<file path="config.mk">
export PLATFORM = sky130hd
export DESIGN_NAME = thermal_severity_hysteresis
export DESIGN_NICKNAME = d
export VERILOG_FILES = /design/src/rtl/core/tsh_pkg.sv /design/src/rtl/core/tsh_classify.sv /design/src/rtl/core/thermal_severity_hysteresis.sv
export SDC_FILE = /design/constraint.sdc
export NUM_CORES = 1
export LEC_CHECK = 0
export BUFFER_PORTS_ARGS = -buffer_cell sky130_fd_sc_hd__buf_2
export CAP_MARGIN = 20
export CORE_ASPECT_RATIO = 0.9
export CORE_MARGIN = 2
export CORE_UTILIZATION = 60
export DETAILED_ROUTE_END_ITERATION = 16
export HOLD_SLACK_MARGIN = 0.03
export PLACE_DENSITY = 0.8
export SETUP_SLACK_MARGIN = 0.3
export SLEW_MARGIN = 25
export SYNTH_ARGS = -nofsm -noshare
export SYNTH_HDL_FRONTEND = slang
export SYNTH_SLANG_ARGS = --single-unit
export TNS_END_PERCENT = 100
</file>
<file path="constraint.sdc">
create_clock -name clk -period 18.5 [get_ports clk]
set_clock_uncertainty 0.05 [all_clocks]
set_input_delay 3.7 -clock clk [delete_from_list [all_inputs] [get_ports clk]]
set_output_delay 3.7 -clock clk [all_outputs]
set_load 0.02 [all_outputs]
</file>
<file path="src/rtl/core/tsh_pkg.sv">
// ----------------------------------------------------------------------------
// tsh_pkg
// Shared types and constants for the thermal severity hysteresis block.
// ----------------------------------------------------------------------------
`default_nettype none

package tsh_pkg;

	// Number of thermal zones that can report; readings from zones at or
	// above this count are dropped.
	localparam int ZONE_COUNT  = 16;
	localparam int LEVEL_COUNT = 6;

	typedef logic signed [18:0] milli_t;
	typedef milli_t thr_arr_t [LEVEL_COUNT];

	localparam milli_t TEMP_LOW     = -19'sd40000;
	localparam milli_t TEMP_HIGH    = 19'sd150000;
	localparam milli_t THR_DISABLED = 19'sd262143;
	localparam logic signed [19:0] NOTIFY_STEP = 20'sd500;

	// Configuration register indexes. Indexes below REG_HYSTERESIS are the
	// six thresholds in rising order.
	localparam logic [2:0] REG_THR_LIGHT  = 3'd0;
	localparam logic [2:0] REG_HYSTERESIS = 3'd6;
	localparam logic [2:0] REG_PRIMARY    = 3'd7;

	localparam logic [15:0] HYST_RESET    = 16'd2000;
	localparam logic [4:0]  PRIMARY_RESET = 5'd16;
	localparam logic [4:0]  PRIMARY_LIMIT = 5'd16;

	typedef struct packed {
		logic [2:0] severity;
		milli_t     temp_milli;
		logic       temp_valid;
		logic       notify;
	} tsh_result_t;

endpackage

`default_nettype wire

</file>
<file path="src/rtl/core/tsh_classify.sv">
// ----------------------------------------------------------------------------
// tsh_classify
// Maps a chosen temperature to a severity with hysteresis and forms notify.
// ----------------------------------------------------------------------------
`default_nettype none

module tsh_classify
	import tsh_pkg::*;
(
	input  var milli_t      temp,
	input  wire             temp_ok,
	input  wire [2:0]       level,
	input  var thr_arr_t    thr,
	input  wire [15:0]      hyst,
	input  var milli_t      last_temp,
	input  wire             last_ok,
	output tsh_result_t     res
);

	logic [2:0]         sev_raw;
	logic [2:0]         sev;
	logic [2:0]         cur_idx;
	milli_t             thr_cur;
	logic signed [20:0] hold_lim;
	logic signed [19:0] diff;
	logic               big_move;

	// The highest enabled level whose threshold the temperature reaches wins.
	always_comb begin
		sev_raw = 3'd0;
		for (int i = 0; i < LEVEL_COUNT; i++) begin
			if (thr[i] != THR_DISABLED && temp >= thr[i]) begin
				sev_raw = 3'(i + 1);
			end
		end
	end

	assign cur_idx = level - 3'd1;
	assign thr_cur = (level == 3'd0) ? '0 : thr[cur_idx];
	assign hold_lim = 21'(signed'(thr_cur)) - signed'({5'b0, hyst});

	always_comb begin
		sev = 3'd0;
		if (temp_ok) begin
			sev = sev_raw;
			if (sev_raw < level && thr_cur != THR_DISABLED &&
			    21'(signed'(temp)) >= hold_lim) begin
				sev = level;
			end
		end
	end

	assign diff     = 20'(signed'(last_temp)) - 20'(signed'(temp));
	assign big_move = (diff >= NOTIFY_STEP) || (diff <= -NOTIFY_STEP);

	always_comb begin
		res.severity   = sev;
		res.temp_milli = temp;
		res.temp_valid = temp_ok;
		res.notify     = (sev != level) || !last_ok || (temp_ok && big_move);
	end

endmodule

`default_nettype wire

</file>
<file path="src/rtl/core/thermal_severity_hysteresis.sv">
// ----------------------------------------------------------------------------
// thermal_severity_hysteresis
// Per-poll thermal severity classifier with six thresholds and hysteresis.
// ----------------------------------------------------------------------------
// Usage: zone readings stream in on the s_ channel, one per transaction.
// s_tdata carries the zone index and the signed millidegree reading,
// s_tuser the read-ok flag and s_tlast closes a poll. Every reading that
// read well, comes from a known zone and lies between -40 and 150 degrees
// updates a running maximum and the primary zone capture. The reading with
// s_tlast produces exactly one transaction on the m_ channel with the
// severity, the chosen temperature, the notify flag and (on m_tuser) the
// temperature-valid flag; other readings produce nothing.
// Throughput is one reading per cycle while s_tready is high. A poll result
// reaches m_tvalid through one input register, one register holding the
// chosen temperature, then the output register that also carries the
// severity and notify decision.
// When the receiver stalls the output register holds its result; the
// pipeline keeps accepting readings until a second and third poll result
// fill the two stages behind it, and only then drops s_tready.
// Reset clears the pipeline, the poll accumulators and the severity
// history, loads all thresholds as disabled, hysteresis as 2 degrees and
// primary selection as "take the maximum". Configuration writes go through
// cfg_wen and must happen while no poll is in flight.
// ----------------------------------------------------------------------------
`default_nettype none

module thermal_severity_hysteresis
	import tsh_pkg::*;
(
	input  wire        clk,
	input  wire        arst_n,
	// Configuration write port.
	input  wire        cfg_wen,
	input  wire [2:0]  cfg_index,
	input  wire [18:0] cfg_wdata,
	// Reading stream.
	input  wire        s_tvalid,
	output logic       s_tready,
	input  wire [23:0] s_tdata,   // [3:0] zone_index, [22:4] reading_milli, [23] zero
	input  wire        s_tuser,   // [0] read_ok
	input  wire        s_tlast,   // last_of_poll
	// Result stream.
	output logic       m_tvalid,
	input  wire        m_tready,
	output logic [23:0] m_tdata,  // [2:0] severity, [21:3] temp_milli, [22] notify,
	                              // [23] zero
	output logic       m_tuser    // [0] temp_valid
);

	// Configuration registers.
	thr_arr_t    thr_q;
	logic [15:0] hyst_q;
	logic [4:0]  primary_q;

	// Stage 1: registered reading.
	logic        vld_s1;
	logic [3:0]  zone_s1;
	milli_t      reading_s1;
	logic        ok_s1;
	logic        last_s1;

	// Poll accumulators.
	milli_t      rmax_q;
	logic        max_seen_q;
	milli_t      prim_q;
	logic        prim_seen_q;

	// Stage 2: chosen temperature of a finished poll.
	logic        vld_s2;
	milli_t      temp_s2;
	logic        temp_ok_s2;

	// Severity history.
	logic [2:0]  level_q;
	milli_t      last_temp_q;
	logic        last_ok_q;

	// Output register.
	logic        out_vld_q;
	tsh_result_t out_q;

	logic        rdy_out, rdy2, fire1, fire2;
	logic        primary_on, reading_good, is_primary;
	milli_t      rmax_nxt, prim_nxt, chosen;
	logic        max_seen_nxt, prim_seen_nxt, chosen_ok;
	tsh_result_t cls_res;

	// Handshake chain: a reading without tlast retires at stage 1 into the
	// accumulators, so only poll-closing readings need room downstream.
	assign rdy_out  = !out_vld_q || m_tready;
	assign rdy2     = !vld_s2 || rdy_out;
	assign fire2    = vld_s2 && rdy_out;
	assign fire1    = vld_s1 && (!last_s1 || rdy2);
	assign s_tready = !vld_s1 || !last_s1 || rdy2;

	// A primary selection of 16 or more, or beyond the zone count, means
	// the maximum over all zones is used.
	assign primary_on   = (primary_q < PRIMARY_LIMIT) &&
	                      ({2'b0, primary_q} < 7'(ZONE_COUNT));
	assign reading_good = ok_s1 && ({3'b0, zone_s1} < 7'(ZONE_COUNT)) &&
	                      reading_s1 >= TEMP_LOW && reading_s1 <= TEMP_HIGH;
	assign is_primary   = primary_on && ({1'b0, zone_s1} == primary_q);

	// Accumulators as they stand once the stage-1 reading is folded in.
	always_comb begin
		rmax_nxt      = rmax_q;
		max_seen_nxt  = max_seen_q;
		prim_nxt      = prim_q;
		prim_seen_nxt = prim_seen_q;
		if (reading_good) begin
			if (!max_seen_q || reading_s1 > rmax_q) begin
				rmax_nxt     = reading_s1;
				max_seen_nxt = 1'b1;
			end
			if (is_primary) begin
				prim_nxt      = reading_s1;
				prim_seen_nxt = 1'b1;
			end
		end
	end

	// Temperature of the poll: primary zone first, then the maximum.
	always_comb begin
		chosen    = '0;
		chosen_ok = 1'b0;
		if (primary_on && prim_seen_nxt) begin
			chosen    = prim_nxt;
			chosen_ok = 1'b1;
		end else if (max_seen_nxt) begin
			chosen    = rmax_nxt;
			chosen_ok = 1'b1;
		end
	end

	tsh_classify u_classify (
		.temp      (temp_s2),
		.temp_ok   (temp_ok_s2),
		.level     (level_q),
		.thr       (thr_q),
		.hyst      (hyst_q),
		.last_temp (last_temp_q),
		.last_ok   (last_ok_q),
		.res       (cls_res)
	);

	// Configuration registers.
	always_ff @(posedge clk or negedge arst_n) begin
		if (!arst_n) begin
			for (int i = 0; i < LEVEL_COUNT; i++) begin
				thr_q[i] <= THR_DISABLED;
			end
			hyst_q    <= HYST_RESET;
			primary_q <= PRIMARY_RESET;
		end else if (cfg_wen) begin
			if (cfg_index < REG_HYSTERESIS) begin
				thr_q[cfg_index - REG_THR_LIGHT] <= cfg_wdata;
			end else if (cfg_index == REG_HYSTERESIS) begin
				hyst_q <= cfg_wdata[15:0];
			end else if (cfg_index == REG_PRIMARY) begin
				primary_q <= cfg_wdata[4:0];
			end
		end
	end

	// Control and state registers.
	always_ff @(posedge clk or negedge arst_n) begin
		if (!arst_n) begin
			vld_s1      <= 1'b0;
			vld_s2      <= 1'b0;
			out_vld_q   <= 1'b0;
			rmax_q      <= '0;
			max_seen_q  <= 1'b0;
			prim_q      <= '0;
			prim_seen_q <= 1'b0;
			level_q     <= 3'd0;
			last_temp_q <= '0;
			last_ok_q   <= 1'b1;
		end else begin
			if (s_tready) begin
				vld_s1 <= s_tvalid;
			end
			if (rdy2) begin
				vld_s2 <= fire1 && last_s1;
			end
			if (rdy_out) begin
				out_vld_q <= vld_s2;
			end
			if (fire1) begin
				if (last_s1) begin
					rmax_q      <= '0;
					max_seen_q  <= 1'b0;
					prim_q      <= '0;
					prim_seen_q <= 1'b0;
				end else begin
					rmax_q      <= rmax_nxt;
					max_seen_q  <= max_seen_nxt;
					prim_q      <= prim_nxt;
					prim_seen_q <= prim_seen_nxt;
				end
			end
			if (fire2) begin
				level_q     <= cls_res.severity;
				last_temp_q <= temp_s2;
				last_ok_q   <= temp_ok_s2;
			end
		end
	end

	// Payload registers.
	always_ff @(posedge clk) begin
		if (s_tvalid && s_tready) begin
			zone_s1    <= s_tdata[3:0];
			reading_s1 <= s_tdata[22:4];
			ok_s1      <= s_tuser;
			last_s1    <= s_tlast;
		end
		if (fire1 && last_s1 && rdy2) begin
			temp_s2    <= chosen;
			temp_ok_s2 <= chosen_ok;
		end
		if (fire2) begin
			out_q <= cls_res;
		end
	end

	assign m_tvalid = out_vld_q;
	assign m_tdata  = {1'b0, out_q.notify, out_q.temp_milli, out_q.severity};
	assign m_tuser  = out_q.temp_valid;

endmodule

`default_nettype wire

</file>
==> results.md, run 1 <==
* Power Density at between 100 and 150 nW/µm²
* First-pass GRT wire length at 78.60 mm
* TritonCTS clock tree: built
* Routed wire per std cell at approximately 23 µm
* Buffer and inverter count on the worst path at 2
* Die Height at roughly 170 µm
* Area leader, netlist: dfstp_2
* DR pass1 iterations at 5
* Fmax achieved at around 120 MHz
* Post-synth top cells: 192 x ha_1, 191 x inv_1, 154 x nand2_1
* Final HPWL from detailed placement at 35.88 mm
* Critical path required time at between 10 and 15 ns
* Largest net degree at the start of global routing at approximately 90
* Rows at 59
* Cell mode on critical path: buf_2
* Net Count, Synth at 1981
* ANT cells at 0
* Slew headroom at between 30% and 40%
* Number of global-route vias before repair at about 14000
* Top Family by Delay on Critical Path: simple AND/OR/NAND/NOR gates
* Die Span X at about 180 µm
* Outcome: finished clean
* Synthesized area at about 17000 µm²
* Setup ws final at about 10 ns
* Count leader, synth: ha_1
* Max Buffers Root-to-Sink at 3
* CP max-delay cell: nor2b_1
* Layout area overhead at 10.11%
* Max cap viols at 0
* DRT Wirelength at ~50 mm
* Total Power at between 0.002 and 0.003 W
* Most area-consuming cells after synthesis: dfstp_2 17%, ha_1 14%, dfrtp_1 12%, edfxtp_1 12%, mux2_2 4.6%
* Tmin final at 8.377 ns
* Cell variety after synth at 76
* NumNets Final at around 2100
* Initial antenna violation count at 0
* DR vias at between 10000 and 15000
* Antenna-violating nets left at 0
* Global Route Usage Sum at approximately 33%
* Worst-path fanout max at 3
* Leak pwr at ~8.4 nW
* I/O pin cnt at 80
* Yosys top cell area share at approximately 17%
* Yosys warning count at 0
* Post-CTS setup-driven buffer insertion count at 0
* Slew @ Worst Pin at just under 1 ns
* PortBufs at 77
* CP peak stage delay at roughly 0.35 ns
* Final hold vios at 0
* Setup WS pre-CTS at slightly above 10 ns
* Crit. End Element: output port
* Worst-Skew Late Latency at between 0.5 and 0.6 ns
* VDD IR-drop max at 0.00008512 V
* Final setup violation count at 0
* Layout cells sized above 1 at 20.45%
* Max-slew violations at 0
* Synth Area per Inst at 10.09 µm²
* Num CTS Buffers at 29
* Reg clk slew, reported paths at approximately 0.060 ns
* CP startpoint kind: input pin
* Initial core utilization at 60.78%
* Post-synth top flop: dfstp_2
* Die area at 30550 µm²
* Post-synth ARST share at ~74%
* Critical path type: input pin to output port
* Number of synthesized flops with an enable pin at 69
* Hold Crit Class: flop to flop
* Via density at between 6 and 7
* # hold bufs at CTS at 0
* Initial DRC Count at around 1500
* H-Tree Depth at 1
* Tcrit/Tclk final at between 40% and 50%
* Crit path cell chain: buf_2, nor2b_1, nand4_1, buf_2
* DR DRC count at 0
* CP arrival at ~4.6 ns
* Flops & latches, synth at 270
* GPL Wtd Cong at between 0.9 and 1
* Sequential area share after synthesis at around two fifths
* Fillers at approximately 2200
* # clock sinks at 270
* Post_cts resized at 0
* Overflow after GRT at 0
* Core area at between 20000 and 30000 µm²
* Final setup TNS at 0 ns
* RSZ-0062 raised after global routing: false
* Mapped Cells at 1734
* Root buffer cell: clkbuf_16
worst paths after layout:
kind                             from  cells after the start  slack, ns           to
min reg2reg                 last_ok_q                      2       0.44    last_ok_q
max in group asynchronous      arst_n                      3      13.22   prim_q[13]
min in group asynchronous      arst_n                      1       3.16   hyst_q[15]
max                          m_tready                      4      10.12     s_tready
max reg2reg                level_q[0]                     29      10.17  m_tdata[22]
min                         last_ok_q                      2       0.44    last_ok_q
cell type report:
cell class              count  area, µm²  share of cell area (%)
well taps                 366      457.9                   2.377
repair buffers            104      596.8                   3.098
clock inverters            17      150.1                  0.7793
flip-flops and latches    270       7248                   37.62
inverters                 192      720.7                   3.741
clock buffers              37      765.7                   3.974
multi-input cells        1219       9328                   48.41
metal layers:
layer | vias to the layer above | share of wire [%] | track usage [%] | wire (µm)
met5 | - | 0 | 0 | 0
met2 | 723 | 44 | 50.02 | 21800
met3 | 144 | 10 | 7.215 | 5201
met4 | 0 | 4.0 | 11.58 | 2001
li1 | 6512 | - | - | -
met1 | 6908 | 42 | 48.09 | 21090
cells in the final DEF (no fill, tap or decap), types with 8 or more instances in the layout:
master	synthesis	final
clkbuf_16	0	29
dfrtp_1	85	84
xnor2_1	15	14
nand2b_1	17	17
buf_4	3	27
edfxtp_1	69	69
mux2i_1	49	49
a21oi_1	75	75
nand4_1	54	54
mux4_2	19	19
nand3_1	42	42
nor2b_1	15	15
a21o_1	21	21
mux2_2	71	71
nor4_1	14	14
o211ai_1	8	8
nor3_1	24	22
o22ai_1	21	21
nor2_1	66	66
a22oi_1	8	8
o21a_1	12	12
o31a_1	8	8
nand2_1	154	154
a22o_1	38	38
buf_2	17	76
o31ai_1	9	9
inv_1	191	191
ha_1	192	191
a211oi_1	14	14
dfstp_2	116	116
and2_1	10	8
xor2_1	20	20
o21ai_0	144	143
flip-flops by register name, summed over array words and instances (netlist names), 3 cells and up:
name	count
last_temp_q	19
hyst_q	16
rmax_q	19
prim_q	19
reading_s1	19
level_q	3
zone_s1	4
m_tdata	23
thr_q	114
temp_s2	19
primary_q	5
kinds of logic after synthesis:
kind of cell,Yosys count,synth area share (%)
XOR/XNOR,35,1.752
adder cells (fa/ha/maj),194,13.96
other,1,0.02143
AND/OR/NAND/NOR,429,12.03
flip-flops,270,41.42
AO/OA/AOI/OAI,421,15.52
multiplexers,139,9.818
buffers and inverters,245,5.484
per-stage QoR:
stage | instance area (µm²) | hold WS, ns | util, % | instances
3_5_place_dp | 18350 | 0.4312 | 63.73 | 2151
2_1_floorplan | 17500 | 0.3744 | - | 1734
4_1_cts | 19260 | 0.4400 | 66.91 | 2205
6_report | 19270 | 0.4387 | 66.92 | 2205
5_1_grt | 19270 | 0.4564 | 66.92 | 2205
3_3_place_gp | 18350 | 0.4195 | 63.73 | 2151
tightest hold or removal path, stage by stage, from the launching register on:
cell and delay (ns):
dfstp_2 0.37, nand2_1 0.04, o21ai_0 0.07
where the power goes:
group          internal [W]  switching, W  total, W
logic              0.000553      0.000773   0.00133
registers          0.000750      0.000100  0.000851
clock network      0.000321      0.000247  0.000569
(Power assumes the default switching activity.)
==> run 2, diff against run 1 <==
--- a/config.mk
+++ b/config.mk
@@ -5,6 +5,7 @@
 export SDC_FILE = /design/constraint.sdc
 export NUM_CORES = 1
 export LEC_CHECK = 0
+export ABC_AREA = 1
 export BUFFER_PORTS_ARGS = -buffer_cell sky130_fd_sc_hd__buf_2
 export CAP_MARGIN = 20
 export CORE_ASPECT_RATIO = 0.9
==> constraint.sdc (replaced) <==
create_clock -name clk -period 8 [get_ports clk]
set_clock_uncertainty 0.05 [all_clocks]
set_input_delay 1.6 -clock clk [delete_from_list [all_inputs] [get_ports clk]]
set_output_delay 1.6 -clock clk [all_outputs]
set_load 0.02 [all_outputs]
==> run 2 against run 1 <==
Compared with the run above:
- utilization grew 0.52 points
- clock-buffer cell count fell by 4
- worst hold slack got worse by 0.0085 ns
- via count up 14%
- synthesized cell count rose by 30%
- critical path type is now flop to flop
- synthesized area is 2.1% higher
- sequential cell count is the same
- combinational power grew 110%
==> results.md, run 2 <==
* Die Span X at 185.9 µm (was 184.0 µm)
* Cell mode on critical path: nand2_1 (was buf_2)
* Tcrit/Tclk final at between 80% and 90%
* DR pass1 iterations at 6 (was 5)
* Post-CTS setup-driven buffer insertion count at 0 (unchanged)
* Worst-path fanout max at 39 (was 3)
* Post_cts resized at 0 (unchanged)
* Number of flip-flops under the largest register name at 114 (unchanged)
* Number of synthesized flops with an enable pin at 69 (unchanged)
* DP Area at 18550 µm² (was 18350 µm²)
* Layout cells sized above 1 at 12.04% (was 20.45%)
* Net Count, Synth at 2500 (was 1981)
* Final setup violation count at 0 (unchanged)
* Die Height at 167.7 µm (was 166.0 µm)
* RSZ-0062 raised after global routing: false (unchanged)
* # hold bufs at CTS at 0 (unchanged)
* NumNets Final at 2550 (was 2063)
* Routed wire per std cell at 19.97 µm (was 22.72 µm)
* Cell variety after synth at 48 (was 76)
* Count leader, synth: nand2_1 (was ha_1)
* Area leader, netlist: dfstp_2 (unchanged)
* Post-synth top cells: 501 x nand2_1, 307 x inv_1, 304 x o21ai_0 (was 192 x ha_1, 191 x inv_1, 154 x nand2_1)
* Final setup TNS at 0 ns (unchanged)
* Synthesized area at 17860 µm² (was 17500 µm²)
* Yosys warning count at 0 (unchanged)
* Layout area overhead at 9.828% (was 10.11%)
* Power Density at 317.7 nW/µm² (was 142.5 nW/µm²)
* Commonest non-fill, non-tap cell in the layout: nand2_1
* VDD IR-drop max at 0.0002699 V (was 0.00008512 V)
* Hold Crit Class: flop to flop (unchanged)
* Initial DRC Count at 1898 (was 1452)
* Max-slew violations at 0 (unchanged)
* Antenna-violating nets left at 0 (unchanged)
* Number of global-route vias before repair at 15222 (was 13822)
* Critical path type: flop to flop (was input pin to output port)
* Total Power at 0.006231 W (was 0.002745 W)
* CP max-delay cell: nor2_4 (was nor2b_1)
* Die area at 31170 µm² (was 30550 µm²)
* Sequential area share after synthesis at 40.57% (was 41.42%)
* Worst-Skew Late Latency at 0.58 ns (was 0.57 ns)
* Commonest non-fill, non-tap cells in the layout: 495 x nand2_1, 306 x inv_1, 303 x o21ai_0 (was 191 x inv_1, 191 x ha_1, 154 x nand2_1)
* Adder-cell share of the synthesized area at 13.67% (was 13.96%)
* Final hold vios at 0 (unchanged)
* DR vias at 16344 (was 14287)
* Slew headroom at 37.56% (was 34.29%)
* CP startpoint kind: flop (was input pin)
* PortBufs at 77 (unchanged)
* Largest net degree at the start of global routing at 77 (was 89)
* I/O pin cnt at 80 (unchanged)
* Max cap viols at 0 (unchanged)
* # clock sinks at 270 (unchanged)
* Post-synthesis simple-gate area fraction at 20.00% (was 12.03%)
* Synth Area per Inst at 7.928 µm² (was 10.09 µm²)
* CP peak stage delay at 0.43 ns (was 0.35 ns)
* Rows at 59 (unchanged)
* GPL Wtd Cong at 1.007 (was 0.9824)
* Reg clk slew, reported paths at 0.07 ns (was 0.06 ns)
* H-Tree Depth at 1 (unchanged)
* Fin area at 19620 µm² (was 19270 µm²)
* Compound-Gate Fraction of Synth Area at 15.43% (was 15.52%)
* DR DRC count at 0 (unchanged)
* Global Route Usage Sum at 35.24% (was 33.36%)
* Most area-consuming cells after synthesis: dfstp_2 17%, ha_1 13%, dfrtp_1 12%, edfxtp_1 12%, nand2_1 11% (was dfstp_2 17%, ha_1 14%, dfrtp_1 12%, edfxtp_1 12%, mux2_2 4.6%)
* Post-synthesis mux area share at 0.2802% (was 9.818%)
* DRT Wirelength at 54.38 mm (was 50.10 mm)
* First-pass GRT wire length at 84.01 mm (was 78.60 mm)
* Core area at 29090 µm² (was 28790 µm²)
* Yosys top cell area share at 17.06% (was 17.42%)
* Outcome: finished clean (unchanged)
* Crit. End Element: flop (was output port)
* TritonCTS clock tree: built (unchanged)
* Initial core utilization at 61.41% (was 60.78%)
* XOR/XNOR Fraction of Synth Area at 1.758% (was 1.752%)
* Biggest register: thr_q (unchanged)
* Tmin final at around 6.9 ns
* Via density at 6.002 (was 6.479)
* Initial antenna violation count at 1 (was 0)
* Fmax achieved at roughly 150 MHz
* Leak pwr at 9.150 nW (was 8.447 nW)
* Post-synth top flop: dfstp_2 (unchanged)
* Critical path required time at 8.27 ns (was 14.75 ns)
* Slew @ Worst Pin at 0.9308 ns (was 0.9792 ns)
* Post-synth ARST share at 74.44% (unchanged)
* CP arrival at 7.14 ns (was 4.63 ns)
* Final HPWL from detailed placement at 39.12 mm (was 35.88 mm)
* Largest family of logic cells by synthesized area: simple AND/OR/NAND/NOR gates (was compound AO/OA/AOI/OAI gates)
* Mapped Cells at 2253 (was 1734)
* Root buffer cell: clkbuf_16 (unchanged)
* Num CTS Buffers at 29 (unchanged)
* Flops & latches, synth at 270 (unchanged)
* Overflow after GRT at 0 (unchanged)
* Max Buffers Root-to-Sink at 3 (unchanged)
==> run 2: cells by family (layout without fill, tap and decap cells) <==
family	Yosys count	in the layout
AO/OA/AOI/OAI	536	536
XOR/XNOR	35	35
adder cells (fa/ha/maj)	194	194
buffers and inverters	380	453
flip-flops	270	270
multiplexers	5	5
other	1	2
AND/OR/NAND/NOR	832	832
==> run 2: area by class of cell <==
type / instances / area (µm²)
fill: 2485 / 9469
multi-input combinational: 1603 / 9168
sequential: 270 / 7248
inverter: 311 / 1167
clock buffer: 33 / 760.7
tap: 396 / 495.5
timing repair buffer: 88 / 484.2
clock inverter: 21 / 290.3
antenna: 1 / 2.502
==> run 2: path summary, 6_finish.rpt <==
check / from / endpoint / slack (ns) / depth (start not counted)
min in group asynchronous: arst_n / thr_q[56] / 0.95 / 1
max: level_q[0] / m_tdata[22] / 1.14 / 38
max reg2reg: level_q[0] / m_tdata[22] / 1.14 / 38
max in group asynchronous: arst_n / level_q[0] / 5.84 / 2
min reg2reg: vld_s2 / m_tvalid / 0.43 / 2
min: vld_s2 / m_tvalid / 0.43 / 2
==> run 2: metrics by stage <==
step	util, %	worst slack [ns]	std cells	hold WS, ns
2_1_floorplan	-	2.298	2253	0.3837
3_3_place_gp	63.71	1.541	2668	0.4010
3_5_place_dp	63.77	1.327	2668	0.4117
4_1_cts	67.38	1.314	2722	0.4276
5_1_grt	67.44	0.5444	2722	0.4513
6_report	67.44	1.135	2723	0.4302
==> run 2: worst max-delay path, delay by kind of cell, from the launching register on <==
family                   cells  cell delay, ns
AO/OA/AOI/OAI               10            1.75
XOR/XNOR                     2            0.20
adder cells (fa/ha/maj)      3            0.95
buffers and inverters        5            0.77
flip-flops                   1            0.41
AND/OR/NAND/NOR             18            2.47
==> run 2: per-layer routing <==
layer  part of all wire (%)  routed length [µm]  track usage, %  up-vias
met1                     42               22990           52.00     7646
met2                     42               23070           52.00      864
met4                    3.7                1997           11.33        0
met5                      0                   0               0        -
li1                       -                   -               -     7694
met3                     12                6322           7.090      140
==> run 2: report_power, final <==
group / leakage [nW] / internal, W / switching [W] / total (W)
Clock: 0.506 / 0.000885 / 0.000591 / 0.00148
Combinational: 5.66 / 0.000992 / 0.00179 / 0.00278
Sequential: 2.98 / 0.00172 / 0.000250 / 0.00197
